## config.mk

```make
export PLATFORM = sky130hd
export DESIGN_NAME = utf8_reassembly_with_replacement_top
export DESIGN_NICKNAME = d
export VERILOG_FILES = /design/src/sv/u8r_pkg.sv /design/src/sv/utf8_reassembly_with_replacement_top.sv /design/src/sv/u8r_head.sv /design/src/sv/u8r_seq.sv
export SDC_FILE = /design/constraint.sdc
export NUM_CORES = 1
export LEC_CHECK = 0
export BUFFER_PORTS_ARGS = -buffer_cell sky130_fd_sc_hd__buf_2
export CORE_MARGIN = 3
export CORE_UTILIZATION = 42
export DETAILED_ROUTE_END_ITERATION = 6
export PLACE_DENSITY = 0.67
export SLEW_MARGIN = 5
export SYNTH_ARGS = -nofsm -noshare
export SYNTH_HDL_FRONTEND = slang
export SYNTH_SLANG_ARGS = --single-unit
```

## constraint.sdc

```tcl
create_clock -name i_clk -period 2.8 [get_ports i_clk]
set_clock_uncertainty 0.15 [all_clocks]
set_input_delay 0.14 -clock i_clk [delete_from_list [all_inputs] [get_ports i_clk]]
set_output_delay 0.14 -clock i_clk [all_outputs]
set_load 0.01 [all_outputs]
```

## src/sv/u8r_pkg.sv

```systemverilog
// Shared types, codes and byte helpers for the UTF-8 reassembly block.
// Used by u8r_head, u8r_seq and utf8_reassembly_with_replacement_top.
`default_nettype none

package u8r_pkg;

    localparam int MAX_SEQUENCE_BYTES = 4;
    localparam int CNT_W = $clog2(MAX_SEQUENCE_BYTES + 1);
    localparam int IDX_W = $clog2(MAX_SEQUENCE_BYTES);

    localparam logic [7:0] CONT_MASK = 8'hC0;
    localparam logic [7:0] CONT_TAG  = 8'h80;
    localparam logic [7:0] REP_B0    = 8'hEF;
    localparam logic [7:0] REP_B1    = 8'hBF;
    localparam logic [7:0] REP_B2    = 8'hBD;

    typedef enum logic [1:0] {
        ACT_PUSH      = 2'd0,
        ACT_FLUSH     = 2'd1,
        ACT_FLUSH_REP = 2'd2,
        ACT_CLEAR     = 2'd3
    } t_action;

    typedef enum logic [2:0] {
        S_IDLE,
        S_CHECK,
        S_EMIT,
        S_REP,
        S_FIN
    } t_state;

    typedef struct packed {
        t_action    action;
        logic [7:0] data_byte;
    } t_u8r_in;

    typedef struct packed {
        logic [7:0] out_byte;
        logic       last_byte;
    } t_u8r_out;

    // Verdict on the sequence at the head of the pending buffer.
    typedef struct packed {
        logic [CNT_W-1:0] need;
        logic             invalid;
        logic             incomplete;
        logic             cont_ok;
    } t_head;

    // Byte stream from the sequencer to the output stage.
    typedef struct packed {
        logic       emit;
        logic       fin;
        logic [7:0] data;
    } t_emit;

    function automatic logic [CNT_W-1:0] lead_length(input logic [7:0] b);
        logic [CNT_W-1:0] len;
        if (b inside {[8'h00:8'h7F]}) begin
            len = CNT_W'(1);
        end else if (b inside {[8'hC0:8'hDF]}) begin
            len = CNT_W'(2);
        end else if (b inside {[8'hE0:8'hEF]}) begin
            len = CNT_W'(3);
        end else if (b inside {[8'hF0:8'hF7]}) begin
            len = CNT_W'(4);
        end else begin
            len = '0;
        end
        return len;
    endfunction

    function automatic logic [7:0] rep_byte(input logic [1:0] idx);
        logic [7:0] b;
        case (idx)
            2'd0: begin
                b = REP_B0;
            end
            2'd1: begin
                b = REP_B1;
            end
            default: begin
                b = REP_B2;
            end
        endcase
        return b;
    endfunction

endpackage

`default_nettype wire

```

## src/sv/utf8_reassembly_with_replacement_top.sv

```systemverilog
// Top level of the UTF-8 reassembly block: output hold stage and result register.
// Depends on u8r_pkg and u8r_seq (which uses u8r_head).
//
// Usage:
// Requests arrive on the input channel (i_in_valid / o_in_ready) as an action and a
// data byte. A push appends the byte to a pending buffer of up to four bytes; a flush
// turns any incomplete tail into U+FFFD; flush-with-replacement adds one more U+FFFD;
// a clear drops the pending bytes silently. Each output request on o_out_valid /
// i_out_ready carries one UTF-8 byte, and last_byte marks the final byte that one
// input request produced. A request that produces nothing gives no output at all.
// The block takes one request at a time. A single sequencer drives one check unit
// over the pending buffer: it checks the head (a dropped byte leaves during its
// check), emits the bytes of a good sequence or of a U+FFFD one at a time, and then
// closes out the request. Output bytes pass through a one-byte hold stage so that
// last_byte is known before a byte is presented, then through the output register,
// so the first byte of a result appears only once the next byte or the close of the
// request moves it on. When the receiver stalls, the hold stage and output register
// fill and the sequencer simply waits; nothing is lost. Reset (synchronous, active
// low) empties the pending buffer and both output stages.
`default_nettype none

module utf8_reassembly_with_replacement_top (
    input  wire logic             i_clk,
    input  wire logic             i_rst_n,
    input  wire logic             i_in_valid,
    output logic                  o_in_ready,
    input  wire u8r_pkg::t_u8r_in i_in,
    output logic                  o_out_valid,
    input  wire logic             i_out_ready,
    output u8r_pkg::t_u8r_out     o_out
);
    import u8r_pkg::*;

    t_emit emit;
    logic  out_free;
    logic  step_ok;

    logic       r_hold_valid, n_hold_valid;
    logic [7:0] r_hold, n_hold;
    logic       r_out_valid, n_out_valid;
    t_u8r_out   r_out, n_out;

    // The sequencer decides what to emit; this level only buffers bytes.
    u8r_seq u_seq (
        .i_clk      (i_clk),
        .i_rst_n    (i_rst_n),
        .i_in_valid (i_in_valid),
        .i_in       (i_in),
        .o_in_ready (o_in_ready),
        .i_step_ok  (step_ok),
        .o_emit     (emit)
    );

    // The output register can take a new byte when it is empty or being drained.
    assign out_free = !r_out_valid || i_out_ready;
    // The sequencer can advance when the hold stage is empty or can move on.
    assign step_ok  = !r_hold_valid || out_free;

    always_comb begin
        n_hold_valid = r_hold_valid;
        n_hold       = r_hold;
        n_out_valid  = r_out_valid && !i_out_ready;
        n_out        = r_out;
        if (emit.emit && step_ok) begin
            // A newer byte exists, so the held byte is not the last one.
            if (r_hold_valid) begin
                n_out_valid     = 1'b1;
                n_out.out_byte  = r_hold;
                n_out.last_byte = 1'b0;
            end
            n_hold_valid = 1'b1;
            n_hold       = emit.data;
        end else if (emit.fin && step_ok) begin
            // The request is done: whatever is held is its final byte.
            if (r_hold_valid) begin
                n_out_valid     = 1'b1;
                n_out.out_byte  = r_hold;
                n_out.last_byte = 1'b1;
            end
            n_hold_valid = 1'b0;
        end
    end

    always_ff @(posedge i_clk) begin
        if (!i_rst_n) begin
            r_hold_valid <= 1'b0;
            r_out_valid  <= 1'b0;
        end else begin
            r_hold_valid <= n_hold_valid;
            r_out_valid  <= n_out_valid;
        end
    end

    always_ff @(posedge i_clk) begin
        r_hold <= n_hold;
        r_out  <= n_out;
    end

    assign o_out_valid = r_out_valid;
    assign o_out       = r_out;

    a_idle_hold_empty: assert property (@(posedge i_clk) disable iff (!i_rst_n)
        o_in_ready |-> !r_hold_valid)
        else $error("hold stage not empty while accepting a new request");

    a_fin_marks_last: assert property (@(posedge i_clk) disable iff (!i_rst_n)
        (emit.fin && step_ok && r_hold_valid) |=> (o_out_valid && o_out.last_byte))
        else $error("final byte of a request not marked last");

    a_emit_not_last: assert property (@(posedge i_clk) disable iff (!i_rst_n)
        (emit.emit && step_ok && r_hold_valid) |=> (o_out_valid && !o_out.last_byte))
        else $error("byte with a successor marked last");

endmodule

`default_nettype wire

```

## src/sv/u8r_head.sv

```systemverilog
// Check unit for the head of the pending buffer: lead length and continuation test.
// Depends on u8r_pkg.
`default_nettype none

module u8r_head (
    input  wire logic [u8r_pkg::MAX_SEQUENCE_BYTES-1:0][7:0] i_buf,
    input  wire logic [u8r_pkg::CNT_W-1:0]                   i_count,
    output u8r_pkg::t_head                                    o_head
);
    import u8r_pkg::*;

    logic [CNT_W-1:0] need;
    logic             cont_ok;

    always_comb begin
        need    = lead_length(i_buf[0]);
        cont_ok = 1'b1;
        for (int k = 1; k < MAX_SEQUENCE_BYTES; k++) begin
            if ((CNT_W'(k) < need) && ((i_buf[k] & CONT_MASK) != CONT_TAG)) begin
                cont_ok = 1'b0;
            end
        end
    end

    assign o_head.need       = need;
    assign o_head.invalid    = (need == '0);
    assign o_head.incomplete = (need > i_count);
    assign o_head.cont_ok    = cont_ok;

endmodule

`default_nettype wire

```

## src/sv/u8r_seq.sv

```systemverilog
// Sequencer and pending buffer: walks the buffer one byte per step through the check unit.
// Depends on u8r_pkg and u8r_head.
`default_nettype none

module u8r_seq (
    input  wire logic             i_clk,
    input  wire logic             i_rst_n,
    input  wire logic             i_in_valid,
    input  wire u8r_pkg::t_u8r_in i_in,
    output logic                  o_in_ready,
    input  wire logic             i_step_ok,
    output u8r_pkg::t_emit        o_emit
);
    import u8r_pkg::*;

    t_state r_state, n_state;
    logic [MAX_SEQUENCE_BYTES-1:0][7:0] r_buf, n_buf;
    logic [CNT_W-1:0] r_count, n_count;
    logic [CNT_W-1:0] r_left, n_left;
    logic [1:0]       r_rep_idx, n_rep_idx;
    logic             r_force, n_force;
    logic             r_tail_rep, n_tail_rep;

    t_head head;
    logic  accept;
    logic  drop_one;

    u8r_head u_head (
        .i_buf   (r_buf),
        .i_count (r_count),
        .o_head  (head)
    );

    assign accept = i_in_valid && (r_state == S_IDLE);

    // A head that can never become a good sequence loses one byte.
    assign drop_one = head.invalid || (head.incomplete && r_force)
                   || (!head.incomplete && !head.cont_ok);

    // Next state.
    always_comb begin
        n_state = r_state;
        case (r_state)
            S_IDLE: begin
                if (accept && (i_in.action != ACT_CLEAR)) begin
                    n_state = S_CHECK;
                end
            end
            S_CHECK: begin
                if (r_count == '0) begin
                    n_state = r_tail_rep ? S_REP : S_FIN;
                end else if (drop_one) begin
                    n_state = S_REP;
                end else if (head.incomplete) begin
                    n_state = S_FIN;
                end else begin
                    n_state = S_EMIT;
                end
            end
            S_EMIT: begin
                if (i_step_ok && (r_left == CNT_W'(1))) begin
                    n_state = S_CHECK;
                end
            end
            S_REP: begin
                if (i_step_ok && (r_rep_idx == 2'd2)) begin
                    n_state = S_CHECK;
                end
            end
            S_FIN: begin
                if (i_step_ok) begin
                    n_state = S_IDLE;
                end
            end
            default: begin
                n_state = S_IDLE;
            end
        endcase
    end

    // Datapath and outputs.
    always_comb begin
        n_buf      = r_buf;
        n_count    = r_count;
        n_left     = r_left;
        n_rep_idx  = r_rep_idx;
        n_force    = r_force;
        n_tail_rep = r_tail_rep;
        o_emit     = '0;
        case (r_state)
            S_IDLE: begin
                if (accept) begin
                    n_force    = (i_in.action != ACT_PUSH);
                    n_tail_rep = (i_in.action == ACT_FLUSH_REP);
                    case (i_in.action)
                        ACT_PUSH: begin
                            if (r_count < CNT_W'(MAX_SEQUENCE_BYTES)) begin
                                n_buf[r_count[IDX_W-1:0]] = i_in.data_byte;
                                n_count = r_count + CNT_W'(1);
                            end
                        end
                        ACT_CLEAR: begin
                            n_count = '0;
                        end
                        default: begin
                            n_count = r_count;
                        end
                    endcase
                end
            end
            S_CHECK: begin
                n_rep_idx = '0;
                if (r_count == '0) begin
                    n_tail_rep = 1'b0;
                end else if (drop_one) begin
                    for (int i = 0; i < MAX_SEQUENCE_BYTES - 1; i++) begin
                        n_buf[i] = r_buf[i+1];
                    end
                    n_count = r_count - CNT_W'(1);
                end else begin
                    n_left = head.need;
                end
            end
            S_EMIT: begin
                o_emit.emit = 1'b1;
                o_emit.data = r_buf[0];
                if (i_step_ok) begin
                    for (int i = 0; i < MAX_SEQUENCE_BYTES - 1; i++) begin
                        n_buf[i] = r_buf[i+1];
                    end
                    n_count = r_count - CNT_W'(1);
                    n_left  = r_left - CNT_W'(1);
                end
            end
            S_REP: begin
                o_emit.emit = 1'b1;
                o_emit.data = rep_byte(r_rep_idx);
                if (i_step_ok) begin
                    n_rep_idx = r_rep_idx + 2'd1;
                end
            end
            S_FIN: begin
                o_emit.fin = 1'b1;
            end
            default: begin
                o_emit = '0;
            end
        endcase
    end

    always_ff @(posedge i_clk) begin
        if (!i_rst_n) begin
            r_state    <= S_IDLE;
            r_buf      <= '0;
            r_count    <= '0;
            r_left     <= '0;
            r_rep_idx  <= '0;
            r_force    <= 1'b0;
            r_tail_rep <= 1'b0;
        end else begin
            r_state    <= n_state;
            r_buf      <= n_buf;
            r_count    <= n_count;
            r_left     <= n_left;
            r_rep_idx  <= n_rep_idx;
            r_force    <= n_force;
            r_tail_rep <= n_tail_rep;
        end
    end

    assign o_in_ready = (r_state == S_IDLE);

    a_idle_count: assert property (@(posedge i_clk) disable iff (!i_rst_n)
        (r_state == S_IDLE) |-> (r_count < CNT_W'(MAX_SEQUENCE_BYTES)))
        else $error("pending buffer holds a whole sequence while idle");

    a_emit_has_bytes: assert property (@(posedge i_clk) disable iff (!i_rst_n)
        (r_state == S_EMIT) |-> ((r_left != '0) && (r_count >= r_left)))
        else $error("emitting more bytes than are pending");

    a_rep_index: assert property (@(posedge i_clk) disable iff (!i_rst_n)
        (r_state == S_REP) |-> (r_rep_idx <= 2'd2))
        else $error("replacement byte index out of range");

endmodule

`default_nettype wire
```

==> results of run 1 <==
-- sequential cells by signal (all words and copies together), names as in the netlist, 2 cells and up --
signal,flops
u_seq.r_buf,32
o_out,9
r_hold,8
u_seq.r_count,3
u_seq.r_left,3
u_seq.r_state,3
u_seq.r_rep_idx,2
-- layout by cell type, fill, tap and decap left out, types with 4 or more instances in the layout --
master          n
nor3_1          7
dlygate4sd3_1   9
ha_1           14
dfxtp_1        47
buf_4          14
nor2_1         58
o21ai_0        10
clkbuf_8        9
buf_2          24
inv_1          14
bufinv_16       4
mux2i_1        15
edfxtp_1       17
a311oi_1        7
a311oi_2       17
nand2_1        44
nor2b_1         9
a21oi_1        56
-- cells by family (layout without fill, tap and decap cells) --
kind of cell	count (synthesis)	in the layout	synth area share (%)
compound gates	116	116	25.1
xor+xnor	2	2	0.495
fa+ha+maj	14	14	4.95
buf+inv	41	81	5.98
flops	64	64	41.0
mux	16	16	4.88
simple gates	140	140	17.6
-- stage by stage --
step           setup TNS [ps]  util, %  hold WS, ps  cell area (sq um)
2_1_floorplan               0        -          134               3540
3_3_place_gp                0     47.5          255               3780
3_5_place_dp            -1450     47.5          255               3780
4_1_cts                     0     52.4         3.53               4180
5_1_grt                 -1.63     52.6         18.8               4190
6_report                    0     52.6         26.0               4190
-- power by group through the flow --
stage                     Clock, uW  Combinational, uW  Sequential (uW)
after floorplan                   0                620             1070
after global placement            0                750             1070
after detailed placement          0                771             1070
after CTS                      1080                828             1050
after global routing           1120                921             1060
final                          1060                830             1060
-- routing by layer --
metal | global-route usage, % | part of all wire [%] | up-vias
met5 | 0 | 0 | -
met4 | 3.83 | 1.1 | 0
met3 | 4.43 | 4.0 | 9
met2 | 27.3 | 47 | 52
met1 | 20.9 | 47 | 1308
li1 | - | - | 1476
-- worst max-delay path by stage --
| stage | start | endpoint | slack [ps] | depth (start not counted) |
|---|---|---|---|---|
| floorplan | u_seq.r_buf[4]$_SDFFE_PN0P_ | u_seq.r_buf[10]$_SDFFE_PN0P_ | 140 | 11 |
| global route | u_seq.r_buf[7]$_SDFFE_PN0P_ | u_seq.r_buf[14]$_SDFFE_PN0P_ | -2 | 10 |
| detailed placement | u_seq.r_buf[4]$_SDFFE_PN0P_ | u_seq.r_buf[1]$_SDFFE_PN0P_ | -90 | 11 |
| global placement | u_seq.r_buf[4]$_SDFFE_PN0P_ | u_seq.r_buf[1]$_SDFFE_PN0P_ | 20 | 11 |
| finish | u_seq.r_buf[7]$_SDFFE_PN0P_ | u_seq.r_buf[7]$_SDFFE_PN0P_ | 160 | 10 |
| CTS | u_seq.r_buf[7]$_SDFFE_PN0P_ | u_seq.r_buf[1]$_SDFFE_PN0P_ | 60 | 10 |
-- timing repair --
item,in CTS,in global routing
gates cloned,1,0
hold endpoints to repair,9,0
resized for setup,3,4
hold buffers,9,0
pin swaps,0,1
setup endpoints to repair,24,27
-- worst max-delay path, stage by stage (launching register included) --
cell      delay [ps]
dfxtp_1          380
nand2_1          160
a21oi_2          170
ha_1             270
a211oi_2         290
nor2_2           100
mux2i_4          200
a31oi_4          270
buf_12           200
a21oi_1           90
a311oi_2         260
-- final cells by class --
| type | instances | area (sq um) | share of cell area [%] |
|---|---|---|---|
| timing repair buffer | 50 | 388 | 9.26 |
| multi-input combinational | 288 | 1900 | 45.4 |
| sequential | 64 | 1450 | 34.6 |
| clock inverter | 7 | 143 | 3.40 |
| clock buffer | 9 | 124 | 2.96 |
| inverter | 15 | 56.3 | 1.34 |
| tap | 102 | 128 | 3.05 |
==> flow_metrics.py, run 1 <==
metrics = {
    "synthesis": {
        "async_reset_ff_share_pct": 0,
        "syn_area_sq_um": 3540,
        "synth.most_common_cell": "nor2_1",
        "synth_area_leader_cell": "dfxtp_1",
        "ys_seq_elements": 64,
        "yosys.area.top_type_share_pct": 26.6,
        "yosysSeqAreaShare_pct": 41.0,
        "syn_area_per_cell_sq_um": 9.00,
        "syn_inst": 393,
        "synth_flop_cell": "dfxtp_1",
        "netlist_top_cells_count": "nor2_1 (59), a21oi_1 (57), dfxtp_1 (47), nand2_1 (44)",
        "synth_edf_count": 17,
        "synth_area_leaders": "dfxtp_1 (27%), edfxtp_1 (14%), a21oi_1 (8.1%), a311oi_2 (7.2%), nor2_1 (6.3%)",
        "ys_warn_count": 0,
        "postSynthNetCount": 421,
        "yosysUniqueCellTypes": 52,
    },
    "worst_hold_path": {
        "worstHoldStart": "i_rst_n",
        "hold_path_class": "in2reg",
        "min_to": "u_seq.r_count[2]$_SDFFE_PN0P_",
        "holdPathStages": 3,
    },
    "setup_path": {
        "reg2reg_from": "u_seq.r_buf[7]$_SDFFE_PN0P_",
        "arrival_ps": 2740,
        "cp-start-kind": "flop",
        "end_kind": "flop",
        "r2r_slack_ps": 160,
        "critPathKind": "reg2reg",
        "worstReg2RegEnd": "u_seq.r_buf[7]$_SDFFE_PN0P_",
        "worstRegToRegCells": 10,
        "required_ps": 2900,
        "path_max_fanout": 24,
    },
    "floorplanning": {
        "dieArea_sq_um": 9560,
        "core_sq_um": 7970,
        "start_util_pct": 44.4,
        "ios": 25,
        "die_h_microns": 97.8,
        "fp.dieW_microns": 97.8,
        "rows": 32,
    },
    "global_routing": {
        "grt_max_degree": 36,
        "grt_antenna_before_repair": 0,
        "track_usage_pct": 16.3,
        "grt_pass1_vias": 2729,
        "grt_overflow": 0,
        "grt_pass1_wl_mm": 12.9,
    },
    "pwr": {
        "ir_drop_mv": 0.371,
        "sw_frac_of_total_pct": 31.1,
        "power_density_nw_per_um2": 703,
        "power_switching_uw": 916,
        "p_comb_share_pct": 28.2,
        "p_total_uw": 2950,
        "p_seq_share_pct": 35.8,
        "leakage_uw": 0.00159,
        "power.share.clock_pct": 36.0,
        "intPower_uw": 2030,
    },
    "clock_network": {
        "clock_tree.root_cell": "clkbuf_8",
        "clkTransAtPathRegs_ps": 70,
        "cts_made_buffers": 9,
        "clk_latency_ps": 340,
        "htree_levels": 3,
        "post_cts_buffers": 0,
        "clock_sinks": 64,
        "clk_path_buf_depth": 2,
        "cts_tree": "yes",
    },
    "job": {
        "cap_violations": 0,
    },
    "timing": {
        "drv_slew": 0,
        "hold_viol_final": 0,
        "slew_headroom_pct": 54.1,
        "timing.final.setup_violations": 0,
        "max_clock_freq_mhz": 379,
        "fin_ws_ps": 159,
        "fin_crit_sh_pct": 94.3,
        "period_needed_ps": 2640,
        "tightest_slew_ps": 688,
    },
    "drt": {
        "dr.pass1.iters": 4,
        "vias_per_cell": 5.32,
        "antenna_left": 0,
        "drt_iter0_markers": 179,
        "wl_per_cell_microns": 13.8,
        "vias": 2845,
        "drc": 0,
        "drt_wl_total_mm": 7.39,
    },
    "finish": {
        "instances_no_fill": 535,
        "nNetsFinal": 456,
        "final_layout_size_suffix_gt1_share_pct": 20.6,
        "fill_cells": 738,
        "num_antenna_cells": 0,
        "area_growth_pct": 18.4,
    },
    "placed_design": {
        "gp_congestion": 0.873,
        "dpl.hpwl_mm": 5.09,
        "post-place-ws_ps": -94.1,
        "io_buffers": 24,
        "placedCellCount": 509,
    },
    "outcome": {
        "status": "finished clean",
    },
}
(Power assumes the default switching activity.)
==> run 2: changes to the inputs <==
- CORE_UTILIZATION: 42 -> 45
- PLACE_DENSITY: 0.67 -> 0.64
- SLEW_MARGIN: 5 -> 20
==> flow_metrics.py, run 2 (synthesized netlist as in run 1, its figures left out) <==
metrics = {
    "setup_path": {
        "reg2reg_from": "u_seq.r_buf[4]$_SDFFE_PN0P_",
        "end_kind": "flop",
        "worstSetupStartpoint": "u_seq.r_buf[4]$_SDFFE_PN0P_",
        "cpPeakStageDelay_ps": 410,
        "path_max_fanout": 10,
        "crit_buf_inv": 2,
        "r2r_slack_ps": 80,
        "crit_chain": "and2b_1, a21boi_2, ha_1, inv_1, a211oi_4, nor2_4, mux2i_4, a31oi_4, clkbuf_16, a21oi_1, a311oi_2",
        "worstReg2RegEnd": "u_seq.r_buf[9]$_SDFFE_PN0P_",
        "worstRegToRegCells": 11,
        "cpLargestDelayFamily": "compound AO/OA/AOI/OAI gates",
        "crit_path_top_delay_cell": "dfxtp_1",
        "required_ps": 2910,
        "cp-start-kind": "flop",
        "arrival_ps": 2830,
        "crit_end": "u_seq.r_buf[9]$_SDFFE_PN0P_",
        "worst-path-stages": 11,
        "critPathKind": "reg2reg",
    },
    "clock_network": {
        "cts_made_buffers": 9,
        "cts_tree": "yes",
        "clk_latency_ps": 340,
        "clock_sinks": 64,
        "clkTransAtPathRegs_ps": 70,
        "clock_tree.root_cell": "clkbuf_8",
        "htree_levels": 3,
        "clk_path_buf_depth": 2,
    },
    "timing": {
        "fin_crit_sh_pct": 97.2,
        "slew_headroom_pct": 55.5,
        "timing.final.setup_violations": 0,
        "drv_slew": 0,
        "tightest_slew_ps": 667,
        "hold_viol_final": 0,
        "max_clock_freq_mhz": 367,
        "period_needed_ps": 2720,
    },
    "placed_design": {
        "dpl.hpwl_mm": 5.03,
        "io_buffers": 24,
        "placedCellCount": 506,
        "gp_congestion": 0.829,
    },
    "pwr": {
        "sw_frac_of_total_pct": 35.2,
        "ir_drop_mv": 0.331,
        "power_switching_uw": 918,
        "p_comb_share_pct": 33.3,
        "p_seq_share_pct": 40.7,
        "p_total_uw": 2610,
        "intPower_uw": 1690,
        "power.share.clock_pct": 26.0,
        "leakage_uw": 0.00155,
        "power_density_nw_per_um2": 634,
    },
    "finish": {
        "final_cell_mix": "nor2_1 (58), a21oi_1 (56), dfxtp_1 (45), nand2_1 (44), buf_2 (24)",
        "final_common_cell": "nor2_1",
        "seq_area_sq_um": 1450,
        "largest_reg_flops": 32,
        "multiInputGateArea_sq_um": 1920,
        "nNetsFinal": 457,
        "regMostFlops": "u_seq.r_buf",
        "num_antenna_cells": 0,
        "fill_cells": 701,
        "area_growth_pct": 16.4,
        "final_layout_size_suffix_gt1_share_pct": 21.4,
        "instances_no_fill": 533,
    },
    "drt": {
        "drt_iter0_markers": 159,
        "antenna_left": 0,
        "wl_per_cell_microns": 14.0,
        "drt_wl_total_mm": 7.48,
        "dr.pass1.iters": 5,
        "drc": 0,
        "vias": 2849,
        "vias_per_cell": 5.35,
    },
    "global_routing": {
        "grt_max_degree": 35,
        "grt_antenna_before_repair": 0,
        "track_usage_pct": 18.0,
        "grt_overflow": 0,
        "grt_pass1_vias": 2721,
        "grt_pass1_wl_mm": 12.8,
    },
    "job": {
        "cap_violations": 0,
    },
    "outcome": {
        "status": "finished clean",
    },
    "floorplanning": {
        "fp.dieW_microns": 94.7,
        "ios": 25,
        "die_h_microns": 94.7,
        "start_util_pct": 47.5,
        "dieArea_sq_um": 8960,
        "core_sq_um": 7450,
        "rows": 31,
    },
    "worst_hold_path": {
        "hold_path_class": "in2reg",
    },
}
==> run 2: worst min path at each step <==
stage                                  startpoint                             to  cells after the start
final                                     i_rst_n  u_seq.r_count[1]$_SDFFE_PN0P_                      3
after global placement    r_hold[6]$_SDFFCE_PP0P_             o_out[7]$_DFFE_PP_                      0
after global routing                      i_rst_n  u_seq.r_count[1]$_SDFFE_PN0P_                      3
after detailed placement  r_hold[0]$_SDFFCE_PP0P_             o_out[1]$_DFFE_PP_                      0
after CTS                                 i_rst_n  u_seq.r_count[1]$_SDFFE_PN0P_                      3
after floorplan                           i_in[0]   u_seq.r_buf[24]$_SDFFE_PN0P_                      2
==> run 2: cell type report <==
type,instances,area share (%)
Multi-Input combinational cell,288,46.6
Sequential cell,64,35.3
Timing Repair Buffer,51,9.78
Clock buffer,10,3.10
Tap cell,99,3.01
Inverter,15,1.37
Clock inverter,6,0.881
==> run 2: what timing repair did <==
| action | 4_1_cts | 5_1_grt |
|---|---|---|
| resized for setup | 1 | 12 |
| gates cloned | 0 | 2 |
| endpoints found under the setup margin | 17 | 30 |
| pin swaps | 0 | 2 |
| hold endpoints to repair | 8 | 0 |
| hold buffers | 8 | 0 |
| buffers inserted | 0 | 1 |
==> run 2: worst reg2reg max path, delay by kind of cell (launching register included) <==
family                   cells  cell delay [ps]
AO/OA/AOI/OAI                5             1120
flip-flops                   1              410
buffers and inverters        2              310
AND/OR/NAND/NOR              2              300
multiplexers                 1              190
adder cells (fa/ha/maj)      1              160
==> run 2: layer usage <==
layer / vias up / part of all wire, % / GRT usage, %
met3: 10 / 4.0 / 4.14
met5: - / 0 / 0
met2: 52 / 47 / 28.5
met4: 0 / 1.2 / 6.49
met1: 1308 / 48 / 23.9
li1: 1479 / - / -
==> run 2: power by group through the flow <==
stage          Combinational, uW  Sequential (uW)  Clock [uW]
2_1_floorplan                620             1070           0
3_3_place_gp                 762             1080           0
3_5_place_dp                 776             1080           0
4_1_cts                      787             1060         702
5_1_grt                      966             1070         738
6_report                     868             1060         678
==> run 2: through the flow <==
stage	cell area (sq um)	utilization [%]	TNS, ps	hold WS [ps]	worst slack (ps)
floorplan	3540	-	0	134	141
global placement	3780	50.7	0	252	99.1
detailed placement	3780	50.7	-183	261	-31.7
CTS	4020	54.0	0	4.57	3.29
global route	4120	55.3	-207	30.5	-42.5
finish	4120	55.3	0	13.2	78.1
==> run 3: changes to the inputs <==
- CTS_BUF_LIST: unset -> sky130_fd_sc_hd__clkbuf_8
==> flow_metrics.py, run 3 (synthesized netlist as in run 1, its figures left out) <==
metrics = {
    "global_routing": {
        "grt_antenna_before_repair": 0,
        "grt_max_degree": 35,
        "grt_pass1_wl_mm": 12.8,
        "track_usage_pct": 17.9,
        "grt_pass1_vias": 2724,
        "grt_overflow": 0,
    },
    "floorplanning": {
        "core_sq_um": 7450,
        "rows": 31,
        "ios": 25,
        "fp.dieW_microns": 94.7,
        "start_util_pct": 47.5,
        "die_h_microns": 94.7,
        "dieArea_sq_um": 8960,
    },
    "finish": {
        "num_antenna_cells": 0,
        "final_cell_mix": "nor2_1 (58), a21oi_1 (56), dfxtp_1 (45), nand2_1 (44), buf_2 (24)",
        "nNetsFinal": 457,
        "fill_cells": 701,
        "final_layout_size_suffix_gt1_share_pct": 21.4,
        "area_growth_pct": 16.4,
        "largest_reg_flops": 32,
        "final_common_cell": "nor2_1",
        "regMostFlops": "u_seq.r_buf",
        "instances_no_fill": 533,
    },
    "pwr": {
        "power_density_nw_per_um2": 633,
        "intPower_uw": 1690,
        "power.share.clock_pct": 25.9,
        "p_comb_share_pct": 33.3,
        "leakage_uw": 0.00155,
        "power_switching_uw": 918,
        "ir_drop_mv": 0.331,
        "sw_frac_of_total_pct": 35.2,
        "p_seq_share_pct": 40.8,
    },
    "drt": {
        "drt_wl_total_mm": 7.48,
        "wl_per_cell_microns": 14.0,
        "drc": 0,
        "vias_per_cell": 5.36,
        "drt_iter0_markers": 161,
        "dr.pass1.iters": 5,
        "antenna_left": 0,
        "vias": 2856,
    },
    "placed_design": {
        "gp_congestion": 0.829,
        "io_buffers": 24,
        "placedCellCount": 506,
        "post-place-ws_ps": -31.7,
        "dpl.hpwl_mm": 5.03,
    },
    "setup_path": {
        "cp-start-kind": "flop",
        "r2r_slack_ps": 80,
        "path_max_fanout": 10,
        "reg2reg_from": "u_seq.r_buf[4]$_SDFFE_PN0P_",
        "arrival_ps": 2830,
        "critPathKind": "reg2reg",
        "worstRegToRegCells": 11,
        "required_ps": 2910,
        "end_kind": "flop",
        "worstReg2RegEnd": "u_seq.r_buf[9]$_SDFFE_PN0P_",
    },
    "outcome": {
        "status": "finished clean",
    },
    "clock_network": {
        "clkTransAtPathRegs_ps": 70,
        "cts_made_buffers": 9,
        "clock_tree.root_cell": "clkbuf_8",
        "clk_latency_ps": 340,
        "clk_path_buf_depth": 2,
        "htree_levels": 3,
        "clock_sinks": 64,
        "cts_tree": "yes",
    },
    "worst_hold_path": {
        "worstHoldStart": "i_rst_n",
        "holdPathStages": 3,
        "hold_path_class": "in2reg",
        "min_to": "u_seq.r_count[1]$_SDFFE_PN0P_",
    },
    "timing": {
        "period_needed_ps": 2720,
        "slew_headroom_pct": 55.5,
        "max_clock_freq_mhz": 367,
        "timing.final.setup_violations": 0,
        "hold_viol_final": 0,
        "fin_ws_ps": 77.6,
        "fin_crit_sh_pct": 97.2,
        "drv_slew": 0,
        "tightest_slew_ps": 667,
    },
    "job": {
        "cap_violations": 0,
    },
}
[run 3: per-layer routing]
layer	track usage, %	vias to the layer above	routed length, microns
li1	-	1478	-
met1	23.8	1316	3570
met2	28.5	52	3520
met3	4.14	10	296
met4	6.49	0	92
met5	0	-	0
[run 3: critical path, stage by stage, from the launching register on]
cell	delay, ps
dfxtp_1	410
and2b_1	230
a21boi_2	180
ha_1	160
inv_1	60
a211oi_4	270
nor2_4	70
mux2i_4	190
a31oi_4	350
clkbuf_16	250
a21oi_1	70
a311oi_2	250
[run 3: what timing repair did]
item / 4_1_cts / 5_1_grt
hold buffers: 8 / 0
cloned: 0 / 2
gates resized for setup: 1 / 12
endpoints found under the hold margin: 8 / 0
setup endpoints to repair: 17 / 30
pin swaps: 0 / 2
buffers inserted: 0 / 1
[run 3: power by group through the flow]
stage	Sequential, uW	Combinational, uW	Clock [uW]
after floorplan	1070	620	0
after global placement	1080	762	0
after detailed placement	1080	776	0
after CTS	1060	787	699
after global routing	1070	966	733
final	1060	868	674
[run 3: layout make-up]
cell class / instances / area, sq um / area share, %
inverters: 15 / 56.3 / 1.37
clock inverters: 7 / 40.0 / 0.972
repair buffers: 51 / 403 / 9.78
clock buffers: 9 / 124 / 3.01
multi-input cells: 288 / 1920 / 46.6
well taps: 99 / 124 / 3.01
flip-flops and latches: 64 / 1450 / 35.3
[run 3: stage by stage]
stage | instance area (sq um) | power [uW] | hold WS [ps] | utilization (%) | setup TNS, ps
after CTS | 4020 | 2540 | 4.57 | 54.0 | 0
after global routing | 4120 | 2770 | 30.5 | 55.3 | -212
after floorplan | 3540 | 1690 | 134 | - | 0
after detailed placement | 3780 | 1850 | 261 | 50.7 | -183
final | 4120 | 2610 | 13.2 | 55.3 | 0
after global placement | 3780 | 1840 | 252 | 50.7 | 0
[run 3: how the worst max path moves through the flow]
| stage | from | end | slack [ps] |
|---|---|---|---|
| finish | u_seq.r_buf[4]$_SDFFE_PN0P_ | u_seq.r_buf[9]$_SDFFE_PN0P_ | 80 |
| global route | u_seq.r_buf[4]$_SDFFE_PN0P_ | u_seq.r_buf[19]$_SDFFE_PN0P_ | -40 |
| CTS | u_seq.r_buf[5]$_SDFFE_PN0P_ | u_seq.r_buf[11]$_SDFFE_PN0P_ | 3 |
| detailed placement | u_seq.r_buf[4]$_SDFFE_PN0P_ | u_seq.r_buf[11]$_SDFFE_PN0P_ | -30 |
| global placement | u_seq.r_buf[4]$_SDFFE_PN0P_ | u_seq.r_buf[13]$_SDFFE_PN0P_ | 100 |
| floorplan | u_seq.r_buf[4]$_SDFFE_PN0P_ | u_seq.r_buf[10]$_SDFFE_PN0P_ | 140 |
